<file path="config.mk">
export PLATFORM = sky130hd
export DESIGN_NAME = battery_charge_from_voltage_top
export DESIGN_NICKNAME = d
export VERILOG_FILES = /design/src/hdl/bcv_pkg.sv /design/src/hdl/battery_charge_from_voltage_top.sv /design/src/hdl/bcv_div.sv
export VERILOG_INCLUDE_DIRS = /design/src /design/src/hdl
export SDC_FILE = /design/constraint.sdc
export NUM_CORES = 1
export LEC_CHECK = 0
export ABC_CLOCK_PERIOD_IN_PS = 11700
export BUFFER_PORTS_ARGS = -buffer_cell sky130_fd_sc_hd__clkbuf_2
export CORE_MARGIN = 2
export CORE_UTILIZATION = 55
export CTS_CLUSTER_DIAMETER = 40
export CTS_CLUSTER_SIZE = 30
export DETAILED_ROUTE_END_ITERATION = 10
export GPL_TIMING_DRIVEN = 0
export PLACE_DENSITY_LB_ADDON = 0.15
export SETUP_SLACK_MARGIN = 0.05
export SLEW_MARGIN = 0
export SYNTH_ARGS = -nofsm -noshare
export SYNTH_HDL_FRONTEND = slang
export SYNTH_SLANG_ARGS = --single-unit
export TNS_END_PERCENT = 1
</file>
<file path="constraint.sdc">
create_clock -name i_clk -period 11.7 [get_ports i_clk]
set_input_delay 1.17 -clock i_clk [delete_from_list [all_inputs] [get_ports i_clk]]
set_output_delay 1.17 -clock i_clk [all_outputs]
set_load 0.05 [all_outputs]
</file>
<file path="src/hdl/battery_charge_from_voltage_top_macros.svh">
// Assertion helpers for the top-level RTL file. Each expects i_clk and i_rst_n in scope.
`ifndef BATTERY_CHARGE_FROM_VOLTAGE_TOP_MACROS_SVH
`define BATTERY_CHARGE_FROM_VOLTAGE_TOP_MACROS_SVH

// Consequent must hold in the same cycle as the antecedent.
`define BCV_ASSERT_NOW(lbl, ante, cons) \
    lbl: assert property (@(posedge i_clk) disable iff (!i_rst_n) (ante) |-> (cons)) \
        else $error("bcv assertion failed");

// Consequent must hold in the cycle after the antecedent.
`define BCV_ASSERT_NEXT(lbl, ante, cons) \
    lbl: assert property (@(posedge i_clk) disable iff (!i_rst_n) (ante) |=> (cons)) \
        else $error("bcv assertion failed");

`endif

</file>
<file path="src/hdl/bcv_pkg.sv">
// ----------------------------------------------------------------------------
// bcv_pkg
// Types, register codes and rest-voltage curve tables for the charge estimator.
// ----------------------------------------------------------------------------
package bcv_pkg;

    localparam int DIV_W    = 16;   // width of the shared divider operands
    localparam int NUM_CHEM = 8;
    localparam int MAX_PTS  = 10;

    localparam int MV_W   = 16;
    localparam int PCT_W  = 7;
    localparam int CHEM_W = 3;
    localparam int SER_W  = 4;
    localparam int IDX_W  = 4;      // point index, 0..MAX_PTS-1
    localparam int CFG_IDX_W = 2;

    localparam logic [CFG_IDX_W-1:0] REG_CHEMISTRY    = 2'd0;
    localparam logic [CFG_IDX_W-1:0] REG_SERIES_CELLS = 2'd1;
    localparam logic [CFG_IDX_W-1:0] REG_ADC_CEILING  = 2'd2;

    localparam logic [CHEM_W-1:0] RST_CHEMISTRY    = 3'd0;
    localparam logic [SER_W-1:0]  RST_SERIES_CELLS = 4'd1;
    localparam logic [MV_W-1:0]   RST_ADC_CEILING  = 16'd3600;

    localparam logic [PCT_W-1:0] PCT_FULL = 7'd100;

    localparam logic [IDX_W-1:0] C_POINT_COUNT [NUM_CHEM] =
        '{4'd0, 4'd10, 4'd10, 4'd8, 4'd7, 4'd8, 4'd6, 4'd0};

    localparam logic [MV_W-1:0] C_CURVE_MV [NUM_CHEM][MAX_PTS] = '{
        '{16'd0, 16'd0, 16'd0, 16'd0, 16'd0, 16'd0, 16'd0, 16'd0, 16'd0, 16'd0},
        '{16'd3000, 16'd3300, 16'd3500, 16'd3600, 16'd3700,
          16'd3800, 16'd3900, 16'd4000, 16'd4100, 16'd4200},
        '{16'd900, 16'd1000, 16'd1100, 16'd1150, 16'd1200,
          16'd1250, 16'd1300, 16'd1400, 16'd1500, 16'd1600},
        '{16'd2500, 16'd2900, 16'd3100, 16'd3200, 16'd3250,
          16'd3300, 16'd3350, 16'd3600, 16'd0, 16'd0},
        '{16'd1000, 16'd1100, 16'd1150, 16'd1200, 16'd1250,
          16'd1300, 16'd1400, 16'd0, 16'd0, 16'd0},
        '{16'd2000, 16'd2400, 16'd2600, 16'd2800, 16'd2900,
          16'd2950, 16'd3000, 16'd3100, 16'd0, 16'd0},
        '{16'd1200, 16'd1350, 16'd1450, 16'd1550, 16'd1650,
          16'd1800, 16'd0, 16'd0, 16'd0, 16'd0},
        '{16'd0, 16'd0, 16'd0, 16'd0, 16'd0, 16'd0, 16'd0, 16'd0, 16'd0, 16'd0}
    };

    localparam logic [PCT_W-1:0] C_CURVE_PCT [NUM_CHEM][MAX_PTS] = '{
        '{7'd0, 7'd0, 7'd0, 7'd0, 7'd0, 7'd0, 7'd0, 7'd0, 7'd0, 7'd0},
        '{7'd0, 7'd5, 7'd15, 7'd25, 7'd50, 7'd65, 7'd78, 7'd88, 7'd95, 7'd100},
        '{7'd0, 7'd5, 7'd15, 7'd30, 7'd45, 7'd60, 7'd75, 7'd90, 7'd97, 7'd100},
        '{7'd0, 7'd5, 7'd10, 7'd30, 7'd50, 7'd80, 7'd95, 7'd100, 7'd0, 7'd0},
        '{7'd0, 7'd10, 7'd25, 7'd50, 7'd75, 7'd90, 7'd100, 7'd0, 7'd0, 7'd0},
        '{7'd0, 7'd5, 7'd15, 7'd40, 7'd70, 7'd85, 7'd95, 7'd100, 7'd0, 7'd0},
        '{7'd0, 7'd10, 7'd40, 7'd70, 7'd90, 7'd100, 7'd0, 7'd0, 7'd0, 7'd0},
        '{7'd0, 7'd0, 7'd0, 7'd0, 7'd0, 7'd0, 7'd0, 7'd0, 7'd0, 7'd0}
    };

    typedef struct packed {
        logic             start;
        logic [DIV_W-1:0] dividend;
        logic [DIV_W-1:0] divisor;
    } t_div_req;

    typedef struct packed {
        logic             done;
        logic [DIV_W-1:0] quotient;
    } t_div_rsp;

endpackage

</file>
<file path="src/hdl/battery_charge_from_voltage_top.sv">
// ----------------------------------------------------------------------------
// battery_charge_from_voltage_top
// Pack voltage to state-of-charge percent by piecewise linear curves.
// ----------------------------------------------------------------------------
// Each beat of pack millivolts yields one result beat. Both serial divisions
// run on the one shared divider: request, sixteen quotient bits, done. The
// first divides by the series cell count. A check state tests the curve
// end points; an item that lands at or beyond an end stops there. Otherwise a
// search over the curve takes one point per cycle (up to nine), a multiply
// state follows, and the second division is by the segment width. The output
// state loads the output register and the idle state takes the next sample.
// The input is not ready while an item is at work. Invalid items (unknown or
// mains chemistry, zero sample, bad cell count) go from the idle state
// straight to the output state. A finished result sits in the output
// register, and the next sample is taken while it waits.
module battery_charge_from_voltage_top #(
    parameter int MAX_CELLS = 8
) (
    input  logic        i_clk,
    input  logic        i_rst_n,
    // configuration
    input  logic        i_cfg_we,
    input  logic [1:0]  i_cfg_idx,
    input  logic [15:0] i_cfg_data,
    // sample stream
    input  logic        i_s_axis_tvalid,
    output logic        o_s_axis_tready,
    input  logic [15:0] i_s_axis_tdata,    // [15:0] pack_mv
    // result stream
    output logic        o_m_axis_tvalid,
    input  logic        i_m_axis_tready,
    output logic [7:0]  o_m_axis_tdata,    // [6:0] soc_percent, [7] zero
    output logic [1:0]  o_m_axis_tuser     // [0] soc_valid, [1] ceiling_hit
);
    import bcv_pkg::*;

    typedef enum logic [2:0] {
        S_IDLE, S_DIV1, S_CHECK, S_SEARCH, S_MUL, S_DIV2, S_OUT
    } t_state;

    localparam int DIFF_W = 9;   // widest curve segment is 400 mV
    localparam int DPCT_W = 5;   // steepest segment rises 30 percent
    localparam int PROD_W = DIFF_W + DPCT_W;

    t_state            r_state;
    logic [CHEM_W-1:0] r_chem;
    logic [SER_W-1:0]  r_series;
    logic [MV_W-1:0]   r_ceiling;

    logic [MV_W-1:0]   r_cell;
    logic [IDX_W-1:0]  r_idx;
    logic [DIFF_W-1:0] r_diff;
    logic [DPCT_W-1:0] r_dpct;
    logic [DIFF_W-1:0] r_dmv;
    logic [PCT_W-1:0]  r_base;
    logic [PCT_W-1:0]  r_pct;
    logic              r_valid;
    logic              r_hit;

    logic              r_out_valid;
    logic [PCT_W-1:0]  r_out_pct;
    logic              r_out_soc_valid;
    logic              r_out_hit;

    t_div_req          r_div_req;
    t_div_rsp          w_div_rsp;

    logic              w_accept;
    logic              w_bad;
    logic              w_clamp;
    logic [MV_W-1:0]   w_mv_clamped;
    logic [IDX_W-1:0]  w_cnt;
    logic [IDX_W-1:0]  w_idx_prev;
    logic [MV_W-1:0]   w_mv_first;
    logic [MV_W-1:0]   w_mv_last;
    logic [MV_W-1:0]   w_mv_cur;
    logic [MV_W-1:0]   w_mv_prev;
    logic [PCT_W-1:0]  w_pct_cur;
    logic [PCT_W-1:0]  w_pct_prev;
    logic [MV_W-1:0]   w_diff_full;
    logic [MV_W-1:0]   w_dmv_full;
    logic [PCT_W-1:0]  w_dpct_full;
    logic [PROD_W-1:0] w_prod;
    logic              w_out_free;

    bcv_div u_div (
        .i_clk   (i_clk),
        .i_rst_n (i_rst_n),
        .i_req   (r_div_req),
        .o_rsp   (w_div_rsp)
    );

    always_comb begin
        w_accept     = i_s_axis_tvalid && o_s_axis_tready;
        w_cnt        = C_POINT_COUNT[r_chem];
        w_bad        = (w_cnt == '0) || (i_s_axis_tdata == '0) || (r_series == '0)
                       || (int'(r_series) > MAX_CELLS);
        w_clamp      = (i_s_axis_tdata >= r_ceiling);
        w_mv_clamped = w_clamp ? r_ceiling : i_s_axis_tdata;
        w_idx_prev   = r_idx - 1'b1;
        w_mv_first   = C_CURVE_MV[r_chem][0];
        w_mv_last    = C_CURVE_MV[r_chem][w_cnt - 1'b1];
        w_mv_cur     = C_CURVE_MV[r_chem][r_idx];
        w_mv_prev    = C_CURVE_MV[r_chem][w_idx_prev];
        w_pct_cur    = C_CURVE_PCT[r_chem][r_idx];
        w_pct_prev   = C_CURVE_PCT[r_chem][w_idx_prev];
        w_diff_full  = r_cell - w_mv_prev;
        w_dmv_full   = w_mv_cur - w_mv_prev;
        w_dpct_full  = w_pct_cur - w_pct_prev;
        w_prod       = PROD_W'(r_diff) * PROD_W'(r_dpct);
        w_out_free   = !r_out_valid || i_m_axis_tready;
    end

    assign o_s_axis_tready = (r_state == S_IDLE);

    // configuration registers
    always_ff @(posedge i_clk) begin
        if (!i_rst_n) begin
            r_chem    <= RST_CHEMISTRY;
            r_series  <= RST_SERIES_CELLS;
            r_ceiling <= RST_ADC_CEILING;
        end else if (i_cfg_we) begin
            case (i_cfg_idx)
                REG_CHEMISTRY:    r_chem    <= i_cfg_data[CHEM_W-1:0];
                REG_SERIES_CELLS: r_series  <= i_cfg_data[SER_W-1:0];
                REG_ADC_CEILING:  r_ceiling <= i_cfg_data[MV_W-1:0];
                default: ;
            endcase
        end
    end

    always_ff @(posedge i_clk) begin
        if (!i_rst_n) begin
            r_state         <= S_IDLE;
            r_div_req.start <= 1'b0;
            r_out_valid     <= 1'b0;
        end else begin
            // load a finished result, or drop the beat once it is taken
            if (r_state == S_OUT && w_out_free) begin
                r_out_valid <= 1'b1;
            end else if (i_m_axis_tready) begin
                r_out_valid <= 1'b0;
            end
            case (r_state)
                S_IDLE: begin
                    if (w_accept) begin
                        if (w_bad) begin
                            r_valid <= 1'b0;
                            r_pct   <= '0;
                            r_hit   <= 1'b0;
                            r_state <= S_OUT;
                        end else begin
                            r_valid            <= 1'b1;
                            r_hit              <= w_clamp;
                            r_div_req.start    <= 1'b1;
                            r_div_req.dividend <= w_mv_clamped;
                            r_div_req.divisor  <= DIV_W'(r_series);
                            r_state            <= S_DIV1;
                        end
                    end
                end
                S_DIV1: begin
                    r_div_req.start <= 1'b0;
                    if (w_div_rsp.done) begin
                        r_cell  <= w_div_rsp.quotient;
                        r_state <= S_CHECK;
                    end
                end
                S_CHECK: begin
                    if (r_cell <= w_mv_first) begin
                        r_pct   <= '0;
                        r_state <= S_OUT;
                    end else if (r_cell >= w_mv_last) begin
                        r_pct   <= PCT_FULL;
                        r_state <= S_OUT;
                    end else begin
                        r_idx   <= IDX_W'(1);
                        r_state <= S_SEARCH;
                    end
                end
                S_SEARCH: begin
                    // advance until the segment that holds the cell voltage
                    if (r_cell <= w_mv_cur) begin
                        r_diff  <= w_diff_full[DIFF_W-1:0];
                        r_dmv   <= w_dmv_full[DIFF_W-1:0];
                        r_dpct  <= w_dpct_full[DPCT_W-1:0];
                        r_base  <= w_pct_prev;
                        r_state <= S_MUL;
                    end else begin
                        r_idx <= r_idx + 1'b1;
                    end
                end
                S_MUL: begin
                    r_div_req.start    <= 1'b1;
                    r_div_req.dividend <= DIV_W'(w_prod);
                    r_div_req.divisor  <= DIV_W'(r_dmv);
                    r_state            <= S_DIV2;
                end
                S_DIV2: begin
                    r_div_req.start <= 1'b0;
                    if (w_div_rsp.done) begin
                        r_pct   <= r_base + w_div_rsp.quotient[PCT_W-1:0];
                        r_state <= S_OUT;
                    end
                end
                S_OUT: begin
                    // hold until the output register is free
                    if (w_out_free) begin
                        r_out_pct       <= r_pct;
                        r_out_soc_valid <= r_valid;
                        r_out_hit       <= r_hit;
                        r_state         <= S_IDLE;
                    end
                end
                default: begin
                    r_div_req.start <= 1'b0;
                    r_state         <= S_IDLE;
                end
            endcase
        end
    end

    assign o_m_axis_tvalid = r_out_valid;
    assign o_m_axis_tdata  = {1'b0, r_out_pct};
    assign o_m_axis_tuser  = {r_out_hit, r_out_soc_valid};

`include "battery_charge_from_voltage_top_macros.svh"

    `BCV_ASSERT_NOW(a_invalid_is_zero, o_m_axis_tvalid && !o_m_axis_tuser[0], o_m_axis_tdata == '0 && !o_m_axis_tuser[1])
    `BCV_ASSERT_NOW(a_pct_range, o_m_axis_tvalid, o_m_axis_tdata <= 8'(PCT_FULL))
    `BCV_ASSERT_NOW(a_search_idx, r_state == S_SEARCH, r_idx != '0 && r_idx < w_cnt)
    `BCV_ASSERT_NEXT(a_div_start_state, r_div_req.start, r_state == S_DIV1 || r_state == S_DIV2)

endmodule

</file>
<file path="src/hdl/bcv_div.sv">
// ----------------------------------------------------------------------------
// bcv_div
// Restoring unsigned divider, one quotient bit per cycle, done pulse at the end.
// ----------------------------------------------------------------------------
module bcv_div (
    input  logic              i_clk,
    input  logic              i_rst_n,
    input  bcv_pkg::t_div_req i_req,
    output bcv_pkg::t_div_rsp o_rsp
);
    import bcv_pkg::*;

    localparam int CNT_W = $clog2(DIV_W);

    logic [DIV_W-1:0] r_rem;
    logic [DIV_W-1:0] r_quo;
    logic [DIV_W-1:0] r_dsr;
    logic [CNT_W-1:0] r_cnt;
    logic             r_busy;
    logic             r_done;

    logic [DIV_W:0]   w_shift;
    logic [DIV_W:0]   w_diff;
    logic             w_fit;
    logic [DIV_W-1:0] n_rem;
    logic [DIV_W-1:0] n_quo;

    always_comb begin
        w_shift = {r_rem, r_quo[DIV_W-1]};
        w_diff  = w_shift - {1'b0, r_dsr};
        w_fit   = (w_shift >= {1'b0, r_dsr});
        n_rem   = w_fit ? w_diff[DIV_W-1:0] : w_shift[DIV_W-1:0];
        n_quo   = {r_quo[DIV_W-2:0], w_fit};
    end

    always_ff @(posedge i_clk) begin
        if (!i_rst_n) begin
            r_busy <= 1'b0;
            r_done <= 1'b0;
        end else begin
            r_done <= 1'b0;
            if (i_req.start) begin
                r_rem  <= '0;
                r_quo  <= i_req.dividend;
                r_dsr  <= i_req.divisor;
                r_cnt  <= '0;
                r_busy <= 1'b1;
            end else if (r_busy) begin
                r_rem <= n_rem;
                r_quo <= n_quo;
                r_cnt <= r_cnt + 1'b1;
                if (r_cnt == CNT_W'(DIV_W - 1)) begin
                    r_busy <= 1'b0;
                    r_done <= 1'b1;
                end
            end
        end
    end

    assign o_rsp.done     = r_done;
    assign o_rsp.quotient = r_quo;

endmodule
</file>
* Word-level counts from Yosys, hierarchy flattened *
Memory sizes are Yosys's and may differ from the RTL's.
Cells that the tools add are included.

cells by class
  add/sub/neg operators = 9
  multiplexer cells = 57
  reductions and logical operators = 33
  equality and inequality tests = 20
  $lt $le $gt $ge = 10
  bitwise operators = 7
  multiply operators = 1

operator list
  kind                  number
  $mux W160             2
  $bmux W16 S4          3
  $mux W16              9
  $mux W70              2
  $mux W33              2
  $pmux W32 S2          1
  $bmux W7 S4           2
  $mux W7               7
  $ge A16 B16 Y1        2
  $le A16 B16 Y1        2
  $mux W3               8
  $mux W4               6
  $pmux W3 S7           1
  $pmux W7 S3           1
  $mux W9               2
  $sub A9 B9 Y9         2
  $ge A17 B16 Y1        1
  $logic_not A16 Y1     1
  $sub A16 B16 Y16      1
  $ge A5 B5 Y1 const B  3
  $not A4 Y5            3
  $reduce_and A3 Y1     5
  $mul A9 B5 Y14        1
  $ne A2 B2 Y1 const B  6
  other kinds (33)      64

word-level totals
  memory bits (read-only) = 1872
  word-level logic and storage cells = 166
  register bits = 182
  memories = 3

memories
  name             depth  width  read ports  clocked after memory_dff  write ports  RTL line                                source
  (no name shown)  8      160    1           0                         0            battery_charge_from_voltage_top.sv:104  w_mv_prev = C_CURVE_MV[r_chem][w_idx_prev];
  (no name shown)  8      70     1           0                         0            battery_charge_from_voltage_top.sv:106  w_pct_prev = C_CURVE_PCT[r_chem][w_idx_prev];
  (no name shown)  8      4      1           0                         0            battery_charge_from_voltage_top.sv:95   w_cnt = C_POINT_COUNT[r_chem];

* Depth between registers and ports, before layout *
  depth after elaboration = 13
  gate-level depth with buffers = 23
  gate-level depth less buffers = 19

* By module *
From an unflattened synthesis, not the netlist that was laid out.

unflattened totals
  cell total of the unflattened synthesis = 1603
  area, all modules = 14402.6 µm²

modules (own cells, without submodules)
  module                           area each (µm²)  times used  cells each
  battery_charge_from_voltage_top  11473.5          1           1352
  bcv_div                          2929.1           1           251

* Least setup slack after synthesis *
Ideal clock, no wire load.

  kind = flip-flop to flip-flop
  from = register r_chem[1]
  to = register r_base[0], enable pin
  library setup time = 0.452 ns
  arrival = 5.220 ns
  setup slack = 6.029 ns
  buffers on the path = 1
  clock period less this slack = 5.671 ns
  cell stages (with the launch flop) = 18
  cell sequence = dfxtp_1 > buf_2 > inv_1 > ha_1 > inv_1 > nor2_2 > nor2_1 > mux4_2 > o32a_1 > o22ai_1 > inv_1 > ha_1 > o211ai_1 > a21oi_1 > nor4_1 > o31a_1 > nor2_1 > nor3_1

between the ends
  longest elaborated chain between the ends = 9

ends and longest elaborated chain
  what                                         RTL line                                source
  from (decl)                                  battery_charge_from_voltage_top.sv:46   logic [CHEM_W-1:0] r_chem;
  from (signal assigned)                       battery_charge_from_voltage_top.sv:124  REG_CHEMISTRY: r_chem <= i_cfg_data[CHEM_W-1:0];
  $not A3 Y4 (not written as such)             battery_charge_from_voltage_top.sv:103  w_mv_cur = C_CURVE_MV[r_chem][r_idx];
  $mem_v2 Z8 W160                              -
  $mux W160 (2 in a row)                       -
  $bmux W16 S4                                 battery_charge_from_voltage_top.sv:103
  $mux W16 (not written as such) (2 in a row)  battery_charge_from_voltage_top.sv:103
  $le A16 B16 Y1                               battery_charge_from_voltage_top.sv:183  if (r_cell <= w_mv_cur) begin
  $reduce_and A3 Y1 (no line)                  -
  to (signal assigned)                         battery_charge_from_voltage_top.sv:187  r_base <= w_pct_prev;
  to (decl)                                    battery_charge_from_voltage_top.sv:55   logic [PCT_W-1:0] r_base;

No other way between the ends. The select of a mux whose other input is x is not followed.
A chain may end at the register's enable or synchronous reset.

* Worst setup path in the final report *
  from = register r_chem[0]
  to = register r_idx[3], enable pin

between the ends
  longest elaborated chain between the ends = 12
  elaborated cells on any way between the ends = 22
  classes of those cells = add/sub: 1; order compare: 3; eq/ne: 3; mux: 10; bitwise: 2; reduce/logical: 1; memory: 2

ends and longest elaborated chain
  what                                         RTL line                                source
  $not A3 Y4 (not written as such) *           -
  $mem_v2 Z8 W4                                -
  $mux W4 (not written as such) (2 in a row)   battery_charge_from_voltage_top.sv:95
  $sub A4 B1 Y4                                battery_charge_from_voltage_top.sv:102  w_mv_last = C_CURVE_MV[r_chem][w_cnt - 1'b1];
  $not A4 Y5 (not written as such)             battery_charge_from_voltage_top.sv:102
  $bmux W16 S4                                 battery_charge_from_voltage_top.sv:102
  $mux W16 (not written as such) (2 in a row)  battery_charge_from_voltage_top.sv:102
  $ge A16 B16 Y1                               battery_charge_from_voltage_top.sv:173  end else if (r_cell >= w_mv_last) begin
  $ne A2 B2 Y1 (no line)                       -
  $reduce_and A5 Y1 (no line) *                -
  to (signal assigned)                         battery_charge_from_voltage_top.sv:190  r_idx <= r_idx + 1'b1;
  to (decl)                                    battery_charge_from_voltage_top.sv:51   logic [IDX_W-1:0] r_idx;

Every way passes the cells marked *; elsewhere a longest branch is shown, timed or not. The select of a mux whose other input is x is not followed.

==> parameters.txt <==
Parameter                              Value

Outcome
  Status    complete, no violations

Global route
  Global-route wire length before repair    71900 um
  Maximum number of pins on one net before global-route repair    24
  Initial antenna violation count    1
  Via count of the first global-routing pass    12100
  Gr usage total    36.3%
  GRT Residual Overflow    0

Worst setup path
  Startpoint-to-endpoint class of the critical path    reg2reg
  Launch instance of the worst register-to-register path    r_chem[0]
  Crit path max fanout    10
  Worst reg-to-reg setup slack    about 5200 ps
  Startpoint class of the critical path    flop
  Type of destination of the critical path    flop
  CP peak stage delay    between 600 and 700 ps
  Category of cells accounting for the largest share of critical-path delay    buffers and inverters
  CP bufs+invs    7
  FF-to-FF End    r_idx[3]
  Worst reg-to-reg path cell count    21
  Critical Path, Cell by Cell    inv_1 -> ha_1 -> buf_6 -> inv_1 -> nor2_1 -> inv_1 -> clkbuf_1 -> ha_1 -> clkbuf_1 -> clkbuf_1 -> o211ai_1 -> o211ai_1 -> o31ai_1 -> a22oi_1 -> ha_1 -> a21o_1 -> a211o_1 -> a2111oi_2 -> o21ai_2 -> o211ai_1 -> o2111a_1
  Slowest cell on the critical path    dfxtp_1
  Required time of the critical path    between 10000 and 15000 ps
  Arrival @ worst endpoint    roughly 6600 ps

Synth
  Most common cell in the synthesized netlist    nand2_1
  Area share of the leading cell type in the synthesized netlist    roughly 30%
  Cell type contributing the most total cell area after synthesis    edfxtp_1
  Post-synth top flop    edfxtp_1
  Synth async-reset ratio    0%
  Top post-synthesis cells by area    edfxtp_1 30%, ha_1 11%, nand2_1 5.2%
  Synthesized cell area    ~14000 um^2
  Proportion of synthesized chip area in sequential cells    34.3%
  Leading post-synthesis cells by instance count    191 x nand2_1, 139 x nor2_1, 137 x edfxtp_1
  Yosys warnings    0
  Count of different cell masters after synthesis    87
  Post-synthesis sequential element count    167
  Post-Synthesis Cells    1537
  Nets in the synthesized netlist    1720
  EDFF count, synth    roughly 140
  Mean instance size in the synthesized netlist    8.94 um^2

Placed design
  Total placed cells including tap cells    around 1900
  Detailed placement HPWL    around 37000 um
  Routability congestion estimate from global placement    1.07
  Standard cell area after detailed placement    around 14000 um^2
  Number of I/O port buffers    49

Drt
  Total length of routed wires    47700 um
  Detail-routed net length per standard cell    24.5 um
  Vias    12800
  Remaining DRCs    0
  Remaining antenna violation count after routing    0
  Drt via density    6.55
  First-pass DRT Iterations    6
  Detailed router's first-iteration violation count    1759

Worst hold path
  Hold Crit Class    reg2reg
  Number of instances on the worst hold path    0
  End point of the most critical hold path    r_out_pct[4]
  Hold Path Origin    r_pct[4]

Timing
  Setup TNS    0 ps
  RSZ-0062 raised after global routing    false
  Final critical path time including I/O delays and setup    6510 ps
  Setup violators final    0
  Period utilization    55.7%
  Final Hold Vio Count    0
  Max-slew violations    0
  Highest clock rate    around 150 MHz
  Headroom to the max-slew limit    19.3%
  Skew final    15.6 ps
  Measured slew at the worst slew-check pin    1210 ps

Clock network
  Maximum level of the CTS H-tree    4
  Clock Tree Root    clkbuf_16
  TritonCTS clock tree    yes
  Max clock buf depth    2
  Number of hold-repair buffers added at the cts stage    0
  Resize count post-CTS    0
  CTS buffer count    17
  Clk sinks    167
  Clock Latency Late Sink    about 430 ps
  Clock slew at the register clock pins of the worst setup and hold paths    70 ps
  Number of post-CTS setup repair buffers    0

Floorplanning
  Die Wd    162 um
  Number of I/O pins    between 50 and 60
  Height of the chip    162 um
  Placeable Area    between 20000 and 25000 um^2
  Die Area    26200 um^2
  Effective utilization at floorplan    56.3%
  Number of rows created at floorplan    57

Power and ir drop
  Power density cells    147 nW/um^2
  Leakage dissipation    5.91 nW
  Maximum resistive drop on vdd    between 0.1 and 0.15 mV

Cells and area
  Layout cells sized above 1    10.9%
  Layout fillers    roughly 2100
  Final design area excluding fillers    15100 um^2
  Synth-to-layout area growth    9.92%
  Final core utilization    61.9%
  Final non-filler cell total    1948
  Total Nets Final    1794
  Antenna diodes    0

Job
  MaxCap Viol Count    0
==> power breakdown <==
part	internal (mW)	total, mW	switching [mW]
registers	0.779	0.821	0.0417
logic	0.303	0.833	0.530
clock network	0.290	0.571	0.280
==> worst register-to-register path, stage by stage, from the launching register on <==
cell       delay (ps)
dfxtp_1           620
inv_1             400
ha_1              340
buf_6             150
inv_1             160
nor2_1            110
inv_1             180
clkbuf_1          600
ha_1              420
clkbuf_1          400
clkbuf_1          420
o211ai_1          160
o211ai_1          130
o31ai_1           110
a22oi_1           160
ha_1              270
a21o_1            160
a211o_1           300
a2111oi_2         390
o21ai_2           170
o211ai_1          200
o2111a_1          340
==> registers in the layout (all words and copies together) (netlist names) <==
signal,cells
r_cell,16
r_valid,1
r_hit,1
r_ceiling,16
r_dmv,8
u_div.r_quo,16
o_m_axis_tvalid,1
r_state,3
r_out_soc_valid,1
r_out_pct,7
r_diff,9
u_div.r_rem,16
r_out_hit,1
r_base,7
r_idx,4
r_pct,7
u_div.r_dsr,9
u_div.r_cnt,4
r_series,4
r_chem,3
r_div_req,26
u_div.r_done,1
r_dpct,5
u_div.r_busy,1
==> cells by family after synthesis <==
kind of cell / count (synthesis) / share of synthesized area, %
xor gates and xnor gates: 53 / 3.76
other: 1 / 0.0273
AOI/OAI and AO/OA: 426 / 20.5
buffers and inverters: 185 / 5.55
muxes: 41 / 4.01
adders and majority gates: 144 / 14.4
and+or+nand+nor: 520 / 17.4
DFF: 167 / 34.3
==> layout by cell type, fill, tap and decap left out, drive strengths merged, types with 14 or more instances in the layout <==
| cell | instances |
|---|---|
| a211oi | 33 |
| a21o | 19 |
| a21oi | 121 |
| a31oi | 30 |
| and2 | 36 |
| buf | 47 |
| clkbuf | 117 |
| dfxtp | 30 |
| edfxtp | 137 |
| fa | 24 |
| ha | 120 |
| inv | 97 |
| mux2 | 19 |
| nand2 | 191 |
| nand2b | 21 |
| nand3 | 19 |
| nor2 | 140 |
| nor2b | 19 |
| nor3 | 37 |
| o211ai | 26 |
| o21a | 19 |
| o21ai | 76 |
| o22ai | 14 |
| xnor2 | 40 |
==> final cells by class <==
cell class | count | area, um^2 | area share (%)
Timing Repair Buffer | 55 | 333 | 2.20
Clock inverter | 15 | 176 | 1.17
Sequential cell | 167 | 4710 | 31.2
Multi-Input combinational cell | 1185 | 8280 | 54.8
Clock buffer | 17 | 425 | 2.82
Inverter | 93 | 349 | 2.31
Buffer | 92 | 413 | 2.74
Tap cell | 324 | 405 | 2.69
==> through the flow <==
step,hold slack [ps],power [mW],setup WS (ps)
2_1_floorplan,400,1.40,6030
3_3_place_gp,401,1.61,3430
3_5_place_dp,405,1.64,5450
4_1_cts,417,2.20,5440
5_1_grt,432,2.32,4970
6_report,414,2.22,5190
==> how the worst max path moves through the flow <==
stage	from	endpoint	slack [ps]	depth (start not counted)
finish	r_chem[0]	r_idx[3]	5190	21
global route	r_chem[0]	r_idx[3]	4970	22
CTS	r_chem[0]	r_idx[3]	5440	21
detailed placement	r_chem[0]	r_idx[3]	5450	21
global placement	r_chem[2]	r_dpct[0]	3430	15
floorplan	r_chem[1]	r_base[0]	6030	17
==> routing by layer <==
metal,vias up,global-route usage [%],part of all wire [%]
met5,-,0,0.021
li1,5746,-,-
met3,157,9.73,12
met1,6039,50.7,41
met2,825,53.7,43
met4,2,14.5,4.1
Power figures use the tool's default switching activity.
